--- config.mk ---
export PLATFORM = sky130hd
export DESIGN_NAME = one_wire_bus_master
export DESIGN_NICKNAME = d
export VERILOG_FILES = /design/src/design/owm_pkg.sv /design/src/design/owm_cfg.sv /design/src/design/owm_step.sv /design/src/design/one_wire_bus_master.sv
export SDC_FILE = /design/constraint.sdc
export NUM_CORES = 1
export LEC_CHECK = 0
export BUFFER_PORTS_ARGS = -buffer_cell sky130_fd_sc_hd__buf_2
export CORE_ASPECT_RATIO = 0.6
export CORE_MARGIN = 2
export CORE_UTILIZATION = 60
export DETAILED_ROUTE_END_ITERATION = 12
export PLACE_DENSITY = 0.78
export SYNTH_ARGS = -nofsm -noshare
export SYNTH_HDL_FRONTEND = slang
export SYNTH_HIERARCHICAL = 1
export SYNTH_SLANG_ARGS = --single-unit
--- constraint.sdc ---
create_clock -name clk -period 15.4 [get_ports clk]
set_input_delay 3.08 -clock clk [delete_from_list [all_inputs] [get_ports clk]]
set_output_delay 3.08 -clock clk [all_outputs]
set_load 0.1 [all_outputs]
--- src/design/owm_pkg.sv ---
`timescale 1ns / 1ps
// ----------------------------------------------------------------------------
// owm_pkg: shared types and constants of the one-wire bus master
// Request and result payloads, configuration set, sequencer state.
// ----------------------------------------------------------------------------
package owm_pkg;

	localparam int unsigned TW = 12;

	typedef enum logic [1:0] {
		OP_TICK  = 2'd0,
		OP_RESET = 2'd1,
		OP_WRITE = 2'd2,
		OP_READ  = 2'd3
	} opcode_t;

	typedef enum logic [2:0] {
		REG_RESET_LOW   = 3'd0,
		REG_RESET_REL   = 3'd1,
		REG_PRES_WAIT   = 3'd2,
		REG_PRES_END    = 3'd3,
		REG_SHORT_LOW   = 3'd4,
		REG_LONG_SLOT   = 3'd5,
		REG_READ_SAMPLE = 3'd6,
		REG_READ_RECOV  = 3'd7
	} reg_index_t;

	typedef enum logic [9:0] {
		PH_IDLE      = 10'b00_0000_0001,
		PH_RST_LOW   = 10'b00_0000_0010,
		PH_RST_REL   = 10'b00_0000_0100,
		PH_PRES_LOW  = 10'b00_0000_1000,
		PH_PRES_HIGH = 10'b00_0001_0000,
		PH_WR_LOW    = 10'b00_0010_0000,
		PH_WR_HIGH   = 10'b00_0100_0000,
		PH_RD_LOW    = 10'b00_1000_0000,
		PH_RD_WAIT   = 10'b01_0000_0000,
		PH_RD_REC    = 10'b10_0000_0000
	} phase_t;

	typedef struct packed {
		logic [1:0] opcode;
		logic [7:0] data_byte;
		logic       line_in;
	} req_t;

	typedef struct packed {
		logic       drive_low;
		logic       busy_res;
		logic       done_res;
		logic       device_present;
		logic [7:0] read_data;
		logic       rejected;
	} rsp_t;

	typedef struct packed {
		logic [TW-1:0] reset_low_us;
		logic [TW-1:0] reset_release_us;
		logic [TW-1:0] presence_wait_limit;
		logic [TW-1:0] presence_end_limit;
		logic [TW-1:0] short_low_us;
		logic [TW-1:0] long_slot_us;
		logic [TW-1:0] read_sample_us;
		logic [TW-1:0] read_recovery_us;
	} cfg_t;

	typedef struct packed {
		phase_t        phase;
		logic [TW-1:0] time_count;
		logic [2:0]    bit_index;
		logic [7:0]    shift_byte;
		logic          presence_flag;
		logic [7:0]    read_result;
	} seq_state_t;

endpackage

--- src/design/owm_cfg.sv ---
`timescale 1ns / 1ps
// ----------------------------------------------------------------------------
// owm_cfg: timing register file
// Eight 12-bit timing and limit registers, written through a plain port.
// ----------------------------------------------------------------------------
module owm_cfg (
	input  logic                clk,
	input  logic                arst_n,
	input  logic                cfg_we,
	input  logic [2:0]          cfg_index,
	input  logic [11:0]         cfg_data,
	output owm_pkg::cfg_t       cfg
);
	import owm_pkg::*;

	cfg_t cfg_q;

	always_ff @(posedge clk or negedge arst_n) begin
		if (!arst_n) begin
			cfg_q.reset_low_us        <= 12'd750;
			cfg_q.reset_release_us    <= 12'd15;
			cfg_q.presence_wait_limit <= 12'd200;
			cfg_q.presence_end_limit  <= 12'd240;
			cfg_q.short_low_us        <= 12'd2;
			cfg_q.long_slot_us        <= 12'd60;
			cfg_q.read_sample_us      <= 12'd12;
			cfg_q.read_recovery_us    <= 12'd50;
		end else if (cfg_we) begin
			case (reg_index_t'(cfg_index))
				REG_RESET_LOW:   cfg_q.reset_low_us        <= cfg_data;
				REG_RESET_REL:   cfg_q.reset_release_us    <= cfg_data;
				REG_PRES_WAIT:   cfg_q.presence_wait_limit <= cfg_data;
				REG_PRES_END:    cfg_q.presence_end_limit  <= cfg_data;
				REG_SHORT_LOW:   cfg_q.short_low_us        <= cfg_data;
				REG_LONG_SLOT:   cfg_q.long_slot_us        <= cfg_data;
				REG_READ_SAMPLE: cfg_q.read_sample_us      <= cfg_data;
				REG_READ_RECOV:  cfg_q.read_recovery_us    <= cfg_data;
				default: begin
				end
			endcase
		end
	end

	assign cfg = cfg_q;

endmodule

--- src/design/owm_step.sv ---
`timescale 1ns / 1ps
// ----------------------------------------------------------------------------
// owm_step: one-microsecond sequencer step
// Next bus state and result for one request, from the current state.
// ----------------------------------------------------------------------------
module owm_step (
	input  owm_pkg::seq_state_t cur,
	input  owm_pkg::req_t       req,
	input  owm_pkg::cfg_t       cfg,
	output owm_pkg::seq_state_t nxt,
	output owm_pkg::rsp_t       rsp
);
	import owm_pkg::*;

	function automatic logic [TW:0] timed(input logic [TW-1:0] tc, input logic [TW-1:0] len);
		logic [TW-1:0] inc;
		inc = tc + {{(TW-1){1'b0}}, 1'b1};
		if (inc >= len) return {1'b1, {TW{1'b0}}};
		return {1'b0, inc};
	endfunction

	seq_state_t s;
	logic       drive;
	logic       done;
	logic       rej;
	logic [TW:0] t;

	always_comb begin
		s     = cur;
		drive = 1'b0;
		done  = 1'b0;
		rej   = 1'b0;
		t     = '0;

		if (opcode_t'(req.opcode) != OP_TICK) begin
			if (cur.phase != PH_IDLE) begin
				rej = 1'b1;
			end else begin
				s.time_count = '0;
				s.bit_index  = '0;
				case (opcode_t'(req.opcode))
					OP_RESET: s.phase = PH_RST_LOW;
					OP_WRITE: begin
						s.phase      = PH_WR_LOW;
						s.shift_byte = req.data_byte;
					end
					default: begin
						s.phase      = PH_RD_LOW;
						s.shift_byte = '0;
					end
				endcase
			end
		end

		case (s.phase)
			PH_IDLE: begin
			end
			PH_RST_LOW: begin
				drive        = 1'b1;
				t            = timed(s.time_count, cfg.reset_low_us);
				s.time_count = t[TW-1:0];
				if (t[TW]) s.phase = PH_RST_REL;
			end
			PH_RST_REL: begin
				t            = timed(s.time_count, cfg.reset_release_us);
				s.time_count = t[TW-1:0];
				if (t[TW]) s.phase = PH_PRES_LOW;
			end
			PH_PRES_LOW: begin
				if (!req.line_in) begin
					s.time_count = '0;
					s.phase      = PH_PRES_HIGH;
				end else begin
					t            = timed(s.time_count, cfg.presence_wait_limit);
					s.time_count = t[TW-1:0];
					if (t[TW]) begin
						s.presence_flag = 1'b0;
						s.phase         = PH_IDLE;
						done            = 1'b1;
					end
				end
			end
			PH_PRES_HIGH: begin
				if (req.line_in) begin
					s.time_count    = '0;
					s.presence_flag = 1'b1;
					s.phase         = PH_IDLE;
					done            = 1'b1;
				end else begin
					t            = timed(s.time_count, cfg.presence_end_limit);
					s.time_count = t[TW-1:0];
					if (t[TW]) begin
						s.presence_flag = 1'b0;
						s.phase         = PH_IDLE;
						done            = 1'b1;
					end
				end
			end
			PH_WR_LOW: begin
				drive        = 1'b1;
				t            = timed(s.time_count,
					s.shift_byte[0] ? cfg.short_low_us : cfg.long_slot_us);
				s.time_count = t[TW-1:0];
				if (t[TW]) s.phase = PH_WR_HIGH;
			end
			PH_WR_HIGH: begin
				t            = timed(s.time_count,
					s.shift_byte[0] ? cfg.long_slot_us : cfg.short_low_us);
				s.time_count = t[TW-1:0];
				if (t[TW]) begin
					s.shift_byte = {1'b0, s.shift_byte[7:1]};
					if (s.bit_index == 3'd7) begin
						s.bit_index = '0;
						s.phase     = PH_IDLE;
						done        = 1'b1;
					end else begin
						s.bit_index = s.bit_index + 3'd1;
						s.phase     = PH_WR_LOW;
					end
				end
			end
			PH_RD_LOW: begin
				drive        = 1'b1;
				t            = timed(s.time_count, cfg.short_low_us);
				s.time_count = t[TW-1:0];
				if (t[TW]) s.phase = PH_RD_WAIT;
			end
			PH_RD_WAIT: begin
				t            = timed(s.time_count, cfg.read_sample_us);
				s.time_count = t[TW-1:0];
				if (t[TW]) s.phase = PH_RD_REC;
			end
			PH_RD_REC: begin
				if (s.time_count == '0) s.shift_byte = {req.line_in, s.shift_byte[7:1]};
				t            = timed(s.time_count, cfg.read_recovery_us);
				s.time_count = t[TW-1:0];
				if (t[TW]) begin
					if (s.bit_index == 3'd7) begin
						s.bit_index   = '0;
						s.read_result = s.shift_byte;
						s.phase       = PH_IDLE;
						done          = 1'b1;
					end else begin
						s.bit_index = s.bit_index + 3'd1;
						s.phase     = PH_RD_LOW;
					end
				end
			end
			default: s.phase = PH_IDLE;
		endcase
	end

	assign nxt                = s;
	assign rsp.drive_low      = drive;
	assign rsp.busy_res       = (s.phase != PH_IDLE);
	assign rsp.done_res       = done;
	assign rsp.device_present = s.presence_flag;
	assign rsp.read_data      = s.read_result;
	assign rsp.rejected       = rej;

endmodule

--- src/design/one_wire_bus_master.sv ---
`timescale 1ns / 1ps
// ----------------------------------------------------------------------------
// one_wire_bus_master: one-wire bus master, one request per microsecond
// Reset with presence check, byte write and byte read, LSB first.
// ----------------------------------------------------------------------------
//  channel  | handshake            | payload
//  request  | req_valid, req_stall | req   (opcode, data_byte, line_in)
//  result   | rsp_valid, rsp_stall | rsp   (drive_low .. rejected)
//  config   | cfg_we               | cfg_index, cfg_data
//
//  One request per cycle unless a stalled result holds the stages; one result per request.
//  The request register feeds the sequencer step, which loads the result
//  register and the bus state in the same cycle.
//  Reset puts the sequencer idle and the timing registers at their defaults.
//  A stalled result holds both stages; req_stall follows rsp_stall then.
// ----------------------------------------------------------------------------
module one_wire_bus_master (
	input  logic            clk,
	input  logic            arst_n,
	input  logic            req_valid,
	output logic            req_stall,
	input  owm_pkg::req_t   req,
	output logic            rsp_valid,
	input  logic            rsp_stall,
	output owm_pkg::rsp_t   rsp,
	input  logic            cfg_we,
	input  logic [2:0]      cfg_index,
	input  logic [11:0]     cfg_data
);
	import owm_pkg::*;

	logic       advance;
	logic       req_valid_s1;
	req_t       req_s1;
	seq_state_t state_q;
	seq_state_t state_nxt;
	rsp_t       rsp_nxt;
	rsp_t       rsp_s2;
	logic       rsp_valid_s2;
	cfg_t       cfg;

	assign advance   = !(rsp_valid_s2 && rsp_stall);
	assign req_stall = !advance;

	owm_cfg u_cfg (
		.clk       (clk),
		.arst_n    (arst_n),
		.cfg_we    (cfg_we),
		.cfg_index (cfg_index),
		.cfg_data  (cfg_data),
		.cfg       (cfg)
	);

	owm_step u_step (
		.cur (state_q),
		.req (req_s1),
		.cfg (cfg),
		.nxt (state_nxt),
		.rsp (rsp_nxt)
	);

	always_ff @(posedge clk or negedge arst_n) begin
		if (!arst_n) begin
			req_valid_s1 <= 1'b0;
			rsp_valid_s2 <= 1'b0;
		end else if (advance) begin
			req_valid_s1 <= req_valid;
			rsp_valid_s2 <= req_valid_s1;
		end
	end

	always_ff @(posedge clk) begin
		if (advance) begin
			req_s1 <= req;
			if (req_valid_s1) rsp_s2 <= rsp_nxt;
		end
	end

	always_ff @(posedge clk or negedge arst_n) begin
		if (!arst_n) begin
			state_q.phase         <= PH_IDLE;
			state_q.time_count    <= '0;
			state_q.bit_index     <= '0;
			state_q.shift_byte    <= '0;
			state_q.presence_flag <= 1'b0;
			state_q.read_result   <= '0;
		end else if (advance && req_valid_s1) begin
			state_q <= state_nxt;
		end
	end

	assign rsp_valid = rsp_valid_s2;
	assign rsp       = rsp_s2;

	a_fill: assert property (@(posedge clk) disable iff (!arst_n)
		(advance && req_valid_s1) |=> rsp_valid_s2)
		else $error("request in stage one produced no result");

	a_drive_busy: assert property (@(posedge clk) disable iff (!arst_n)
		(rsp_valid_s2 && rsp_s2.drive_low) |-> rsp_s2.busy_res)
		else $error("line driven low with no operation pending");

	a_done_idle: assert property (@(posedge clk) disable iff (!arst_n)
		(rsp_valid_s2 && rsp_s2.done_res) |-> !rsp_s2.busy_res)
		else $error("operation finished but still busy");

	a_idle_bit: assert property (@(posedge clk) disable iff (!arst_n)
		(state_q.phase == PH_IDLE) |-> (state_q.bit_index == 3'd0))
		else $error("bit index left nonzero when idle");

endmodule

# Word level (Yosys, flattened, before mapping)
# Index checks and enable logic that the tools add are counted.
op_classes:
  add_sub_neg: 2
  n_mul: 0
  n_div: 0
  n_lt_le_gt_ge: 9
  eq_ne: 22
  n_shift: 0
  mux: 93
  bitwise_logic: 1
  reduce_logical: 16
op_table:
  columns: ["cell", "count"]
  rows:
  - ["13-bit 2-to-1 mux", 29]
  - ["12-bit >= comparator", 9]
  - ["12-bit one-hot mux with 9 select lines", 1]
  - ["10-bit one-hot mux with 10 select lines", 1]
  - ["10-bit 2-to-1 mux", 9]
  - ["33-bit 2-to-1 mux", 2]
  - ["22-bit 2-to-1 mux", 2]
  - ["8-bit 2-to-1 mux", 5]
  - ["1-bit 2-to-1 mux", 33]
  - ["8-bit one-hot mux with 2 select lines", 2]
  - ["12-bit 2-to-1 mux", 2]
  - ["11-bit one-hot mux with 2 select lines", 1]
  - ["10-bit by 1-bit != test with 1-bit output (second input constant)", 2]
  - ["2-bit AND reduction", 9]
  - ["3-bit == test (second input constant)", 5]
  - ["12-bit by 1-bit adder with 12-bit output (second input constant)", 1]
  - ["12-bit logical NOT", 1]
  - ["11-bit 2-to-1 mux", 1]
  - ["10-bit by 1-bit == test with 1-bit output (second input constant)", 1]
  - ["10-bit == test (second input constant)", 1]
  - ["10-bit by 2-bit == test with 1-bit output (second input constant)", 1]
  - ["10-bit by 3-bit == test with 1-bit output (second input constant)", 1]
  - ["10-bit by 4-bit == test with 1-bit output (second input constant)", 1]
  - ["10-bit by 5-bit == test with 1-bit output (second input constant)", 1]
  - ["other kinds (19)", 22]
totals:
  reg_bits: 164
  latchBits: 0
  mem_bits_rw: 0
  rom_bits: 0
  in_bits: 31
  out_inout_bits: 15
  wordCells: 168
  mem_count: 0

# Depth between registers and ports, before layout
# Gate-level depths: netlist of run 1.
logic_depth:
  depth_word: 16
  mapped_depth: 23
  ltp_nobuf: 21

# By module
# The synthesis of run 1 kept the hierarchy.
by_module_without_submodules:
  columns: ["module", "n_inst", "cells_per_inst", "area_per_inst_um2", "seq_area_each_um2"]
  rows:
  - ["owm_step", 1, 675, 4702.0, 0.0]
  - ["owm_cfg", 1, 208, 3709.8, 2437.3]
  - ["one_wire_bus_master", 1, 119, 2387.3, 1823.0]

# Least setup slack after synthesis of run 1
# Ideal clock, no wire load.
synth_timing:
  path_kind: "input to output"
  start: "input rsp_stall"
  end: "output req_stall"
  arrival_time_ps: 4058
  path_slack_ps: 8262
  path_stages: 2
  path_buffers: 0
  path_cell_list: "nand2_1 -> inv_1"
synth_between:
  elab_chain_len: 1
synth_rtl:
  columns: ["item", "line_no", "rtl"]
  rows:
  - ["start: declaration", "one_wire_bus_master.sv:24", "input logic rsp_stall,"]
  - ["1-bit logical AND", "one_wire_bus_master.sv:42", "assign advance = !(rsp_valid_s2 && rsp_stall);"]
  - ["end: declaration", "one_wire_bus_master.sv:21", "output logic req_stall,"]
# No other way between the ends.

# Worst setup path in the final report of run 1
# Ends and elaborated chain as after synthesis.

==> impl_metrics.ini, run 1 <==
[status]
status = finished clean

[clocking]
clk_latency_ns = 0.44
clockBufferDepth = 2
postCtsSetupRepairBufs = 0
cts_tree = done
cts_sinks = 164
cts-resized-gates = 0
clk_pin_slew_ns = 0.06
cts_hold_buf = 0
numCtsBuffers = 17
cts_root_buf = clkbuf_16
cts.htree.levels = 4

[yosys]
syn_avg_cell_area_sq_um = 10.8
synth-edff-count = 24
synthCells = 1002
synth_cell_types = 72
synth_area_leaders = dfrtp_1 26%, mux2_2 15%, ha_1 14%
ys.warnings.count = 6
syn_nets = 1150
synth_common_cells = 146 x mux2_2, 117 x ha_1, 111 x dfrtp_1
netlist_area_sq_mm = 0.0108
yosys.area.top_type = dfrtp_1
ys_seq_elements = 164
synth.top_cell.area_share_pct = 25.7
synth_ff_type = dfrtp_1
yosysMostFrequentCell = mux2_2
yosysSeqAreaShare_pct = 39.5
async_flop_share_pct = 85.4

[timing]
rsz0062_at_grt = false
skew_ns = 0.0140
slew_violations = 0
finalSetupTns_ns = 0
setup_viol = 0
period_share_pct = 46.6
whs_ns = 0.502
max_freq_mhz = 139
worst_slew_pin_slew_ns = 1.19
max_slew_margin_pct = 20.1
hold_violations = 0
fin_crit_ns = 7.18

[routing]
antenna_left = 0
dr.first_iter.drc_count = 688
firstDrtPassIters = 5
vias = 7938
drc = 0
post_drt_via_cell_ratio = 6.22
avgRoutedWirePerCell_um = 20.2
wl_um = 25800

[placement]
dpl-instance-area_sq_mm = 0.0111
dp_hpwl_um = 18400
globalplace.congestion = 0.918
port_buffers = 45

[power]
power_frac_seq_pct = 35.2
pwr-share-comb_pct = 38.1
p_int_mw = 1.04
power_mw = 1.67
p_per_area_mw_per_mm2 = 143
p_clk_share_pct = 26.7
netSwitchingPower_mw = 0.630
ir_drop_v = 0.000102
leakagePower_nw = 5.53
sw_frac_of_total_pct = 37.7

[finish]
final_layout_size_suffix_gt1_share_pct = 27.9
fin_nets = 1178
finalInstanceArea_sq_mm = 0.0117
antenna_cells_inserted = 0
syn2layout_area_growth_pct = 8.37

[critical_path]
reg2regPathDepth = 22
cp_data_arrival_time_ns = 4.10
r2r_end = state_q[20]
worstReg2RegStart = req_s1[9]
reg2reg_slack_ns = 9.09
cp.required_ns = 12.32
startpoint = rsp_stall
crit_type = in -> out
crit_end = req_stall
cp_max_fo = 14
cp-end-kind = primary output
startpoint_type = primary input

[run]
cap_violations = 0

[grt]
grt_pass1_vias = 7673
antenna_found_initial = 0
grt_util_all_layers_pct = 28.4
overflow = 0
grt_pass1_wl_um = 41500
grt_max_degree = 77

[floorplanning]
die_h_um = 108
fp.dieW_um = 177
rows = 37
initial_utilization_pct = 62.2
dieArea_sq_mm = 0.0191
core_sq_mm = 0.0174
io_pins = 46

[worst_hold_path]
worstHoldPathType = reg -> reg
min_from = req_valid_s1
-- power groups by stage --
| stage | clock network (mW) | logic [mW] | registers [mW] |
|---|---|---|---|
| finish | 0.446 | 0.636 | 0.587 |
| global route | 0.470 | 0.701 | 0.598 |
| CTS | 0.451 | 0.624 | 0.587 |
| detailed placement | 0 | 0.617 | 0.593 |
| global placement | 0 | 0.599 | 0.590 |
| floorplan | 0 | 0.449 | 0.614 |
-- how the worst min path moves through the flow --
| stage | slack, ns | cells after the start | end |
|---|---|---|---|
| after floorplan | 0.45 | 1 | state_q[1] |
| after global placement | 0.46 | 1 | state_q[1] |
| after global routing | 0.51 | 1 | state_q[0] |
| after CTS | 0.51 | 1 | state_q[0] |
| final | 0.50 | 1 | rsp_valid |
| after detailed placement | 0.49 | 1 | state_q[19] |
-- through the flow --
step	std cells	worst slack (ns)	util [%]
2_1_floorplan	1002	8.26	-
3_3_place_gp	1245	8.21	63.8
3_5_place_dp	1245	8.21	63.8
4_1_cts	1277	8.21	67.4
5_1_grt	1277	8.11	67.4
6_report	1277	8.22	67.4
-- kinds of logic (layout without fill, tap and decap cells) --
| logic type | Yosys count | after routing | share of synthesized area, % |
|---|---|---|---|
| multiplexers | 167 | 167 | 17.4 |
| AND/OR/NAND/NOR | 235 | 235 | 11.6 |
| AO/OA/AOI/OAI | 177 | 177 | 11.3 |
| adder cells (fa/ha/maj) | 117 | 117 | 13.6 |
| XOR/XNOR | 10 | 10 | 0.811 |
| buffers and inverters | 132 | 173 | 5.82 |
| flip-flops | 164 | 164 | 39.5 |
-- state kept, by name (all words and copies together) (netlist names) --
register	count
req_valid_s1	1
u_cfg/cfg	96
req_s1	11
state_q	42
rsp	13
rsp_valid	1
-- cell usage in the layout (no fill, tap or decap), types with 22 or more instances in the layout --
cell type | netlist | final
a21oi_1 | 52 | 52
buf_2 | 5 | 44
dfrtp_1 | 111 | 111
dfstp_2 | 29 | 29
edfxtp_1 | 24 | 24
ha_1 | 117 | 117
inv_1 | 90 | 90
mux2_2 | 146 | 146
nand2_1 | 57 | 57
nand4_1 | 22 | 22
nor2_1 | 63 | 63
o21ai_0 | 35 | 35
-- layout make-up --
cell class	count	area, sq um
multi-input combinational	706	5920
fill	1361	5660
sequential	164	4260
clock buffer	24	534
inverter	90	338
tap	234	293
timing repair buffer	51	277
clock inverter	8	83.8
-- layer usage --
metal	up-vias	part of all wire [%]	track usage, %
met1	3943	50	44.0
met2	251	41	39.7
met3	32	7.1	6.21
met5	-	0	0
met4	0	1.2	7.38
li1	3712	-	-
-- critical path, stage by stage --
cell and delay, ns:
buf_2 0.11, nand2_1 0.35, inv_1 0.13, buf_2 0.43
Note: power is estimated with default switching activity, not from simulation.
==> run 2, diff against run 1 <==
==> constraint.sdc (replaced) <==
create_clock -name clk -period 6.8 [get_ports clk]
set_input_delay 1.36 -clock clk [delete_from_list [all_inputs] [get_ports clk]]
set_output_delay 1.36 -clock clk [all_outputs]
set_load 0.1 [all_outputs]
==> impl_metrics.ini, run 2 (synthesis results as in run 1) <==
[finish]
largest_register_ffs = 96
antenna_cells_inserted = 0
utilization_pct = 67.3
syn2layout_area_growth_pct = 8.23
finalInstanceArea_sq_mm = 0.0117
fin_nets = 1182
final_layout_size_suffix_gt1_share_pct = 28.3
final_cells = 1281
final_common_cell = mux2_2
final_cell_mix = 146 x mux2_2, 117 x ha_1, 111 x dfrtp_1, 90 x inv_1, 63 x nor2_1

[critical_path]
reg2regPathDepth = 17
cp-end-kind = flip-flop
cp_max_fo = 18
cp_data_arrival_time_ns = 6.03
startpoint_type = flip-flop
reg2reg_slack_ns = 1.09
r2r_end = state_q[9]
cp.required_ns = 7.13
crit_type = reg -> reg
worstReg2RegStart = state_q[36]

[timing]
slew_violations = 0
max_freq_mhz = 175
rsz0062_at_grt = false
period_share_pct = 83.9
whs_ns = 0.489
hold_violations = 0
fin_crit_ns = 5.71
finalSetupTns_ns = 0
skew_ns = 0.00859
worst_slew_pin_slew_ns = 1.20
max_slew_margin_pct = 19.4
setup_ws_ns = 1.09
setup_viol = 0

[routing]
avgRoutedWirePerCell_um = 20.5
wl_um = 26300
vias = 7959
antenna_left = 0
drc = 0
dr.first_iter.drc_count = 796
post_drt_via_cell_ratio = 6.21
firstDrtPassIters = 5

[worst_hold_path]
hold_path_end = state_q[1]
min_from = state_q[1]
hold_path_depth = 1
worstHoldPathType = reg -> reg

[clocking]
cts_root_buf = clkbuf_16
cts_tree = done
cts_hold_buf = 0
cts-resized-gates = 0
clockBufferDepth = 2
clk_pin_slew_ns = 0.06
cts.htree.levels = 4
postCtsSetupRepairBufs = 0
numCtsBuffers = 17
clk_latency_ns = 0.44
cts_sinks = 164

[status]
status = finished clean

[floorplanning]
die_h_um = 108
core_sq_mm = 0.0174
initial_utilization_pct = 62.2
io_pins = 46
rows = 37
fp.dieW_um = 177
dieArea_sq_mm = 0.0191

[grt]
antenna_found_initial = 0
overflow = 0
grt_pass1_wl_um = 42200
grt_pass1_vias = 7661
grt_max_degree = 73
grt_util_all_layers_pct = 29.2

[placement]
dp_cells = 1249
port_buffers = 45
globalplace.congestion = 0.933
place_ws_ns = 1.31
dpl-instance-area_sq_mm = 0.0111
dp_hpwl_um = 18900

[power]
p_per_area_mw_per_mm2 = 321
power_mw = 3.76
ir_drop_v = 0.000199
leakagePower_nw = 5.52

[run]
cap_violations = 0
## run 2: changes by cell type in the layout (fill, tap and decap cells not counted), moves of 2 or more
cell and delta:
clkinv_4 -2, inv_6 +2, buf_4 +4, inv_4 +3, clkbuf_8 -4, clkinvlp_4 +2
## run 2: area by class of cell
| cell class | count | area, sq um |
|---|---|---|
| clock inverters | 14 | 123 |
| flip-flops and latches | 164 | 4260 |
| inverters | 90 | 338 |
| repair buffers | 55 | 307 |
| well taps | 234 | 293 |
| clock buffers | 18 | 450 |
| multi-input cells | 706 | 5920 |
| fillers | 1359 | 5670 |
## run 2: per-layer routing
layer / wire [um] / track usage, % / vias to the layer above
li1: - / - / 3709
met1: 13100 / 45.6 / 3909
met2: 10500 / 40.1 / 313
met3: 2400 / 7.49 / 28
met4: 280 / 6.97 / 0
met5: 0 / 0 / -
## run 2: critical path, stage by stage (launching register included)
cell,delay [ns]
dfrtp_1,0.44
nor4_1,0.58
nand4_1,0.26
buf_4,0.27
and2_1,0.21
ha_1,0.23
nand3_1,0.11
nor2_1,0.09
xnor2_1,0.15
nor2_1,0.61
ha_1,0.38
o21ai_0,0.15
nor2_1,0.06
a211oi_1,0.64
o21ai_1,0.38
a22oi_1,0.38
mux2_2,0.37
mux2_2,0.25
## run 2: worst max path at each step
stage | from | endpoint | slack, ns
6_report | state_q[36] | state_q[9] | 1.09
5_1_grt | state_q[36] | state_q[9] | 0.74
4_1_cts | state_q[36] | state_q[9] | 1.29
3_5_place_dp | state_q[38] | state_q[9] | 1.31
3_3_place_gp | req_s1[9] | state_q[24] | 1.41
2_1_floorplan | req_s1[9] | state_q[9] | 1.94
## run 2: where the power goes
part	total, mW	switching (mW)	internal, mW
Clock	0.953	0.424	0.529
Combinational	1.47	0.905	0.566
Sequential	1.33	0.123	1.21
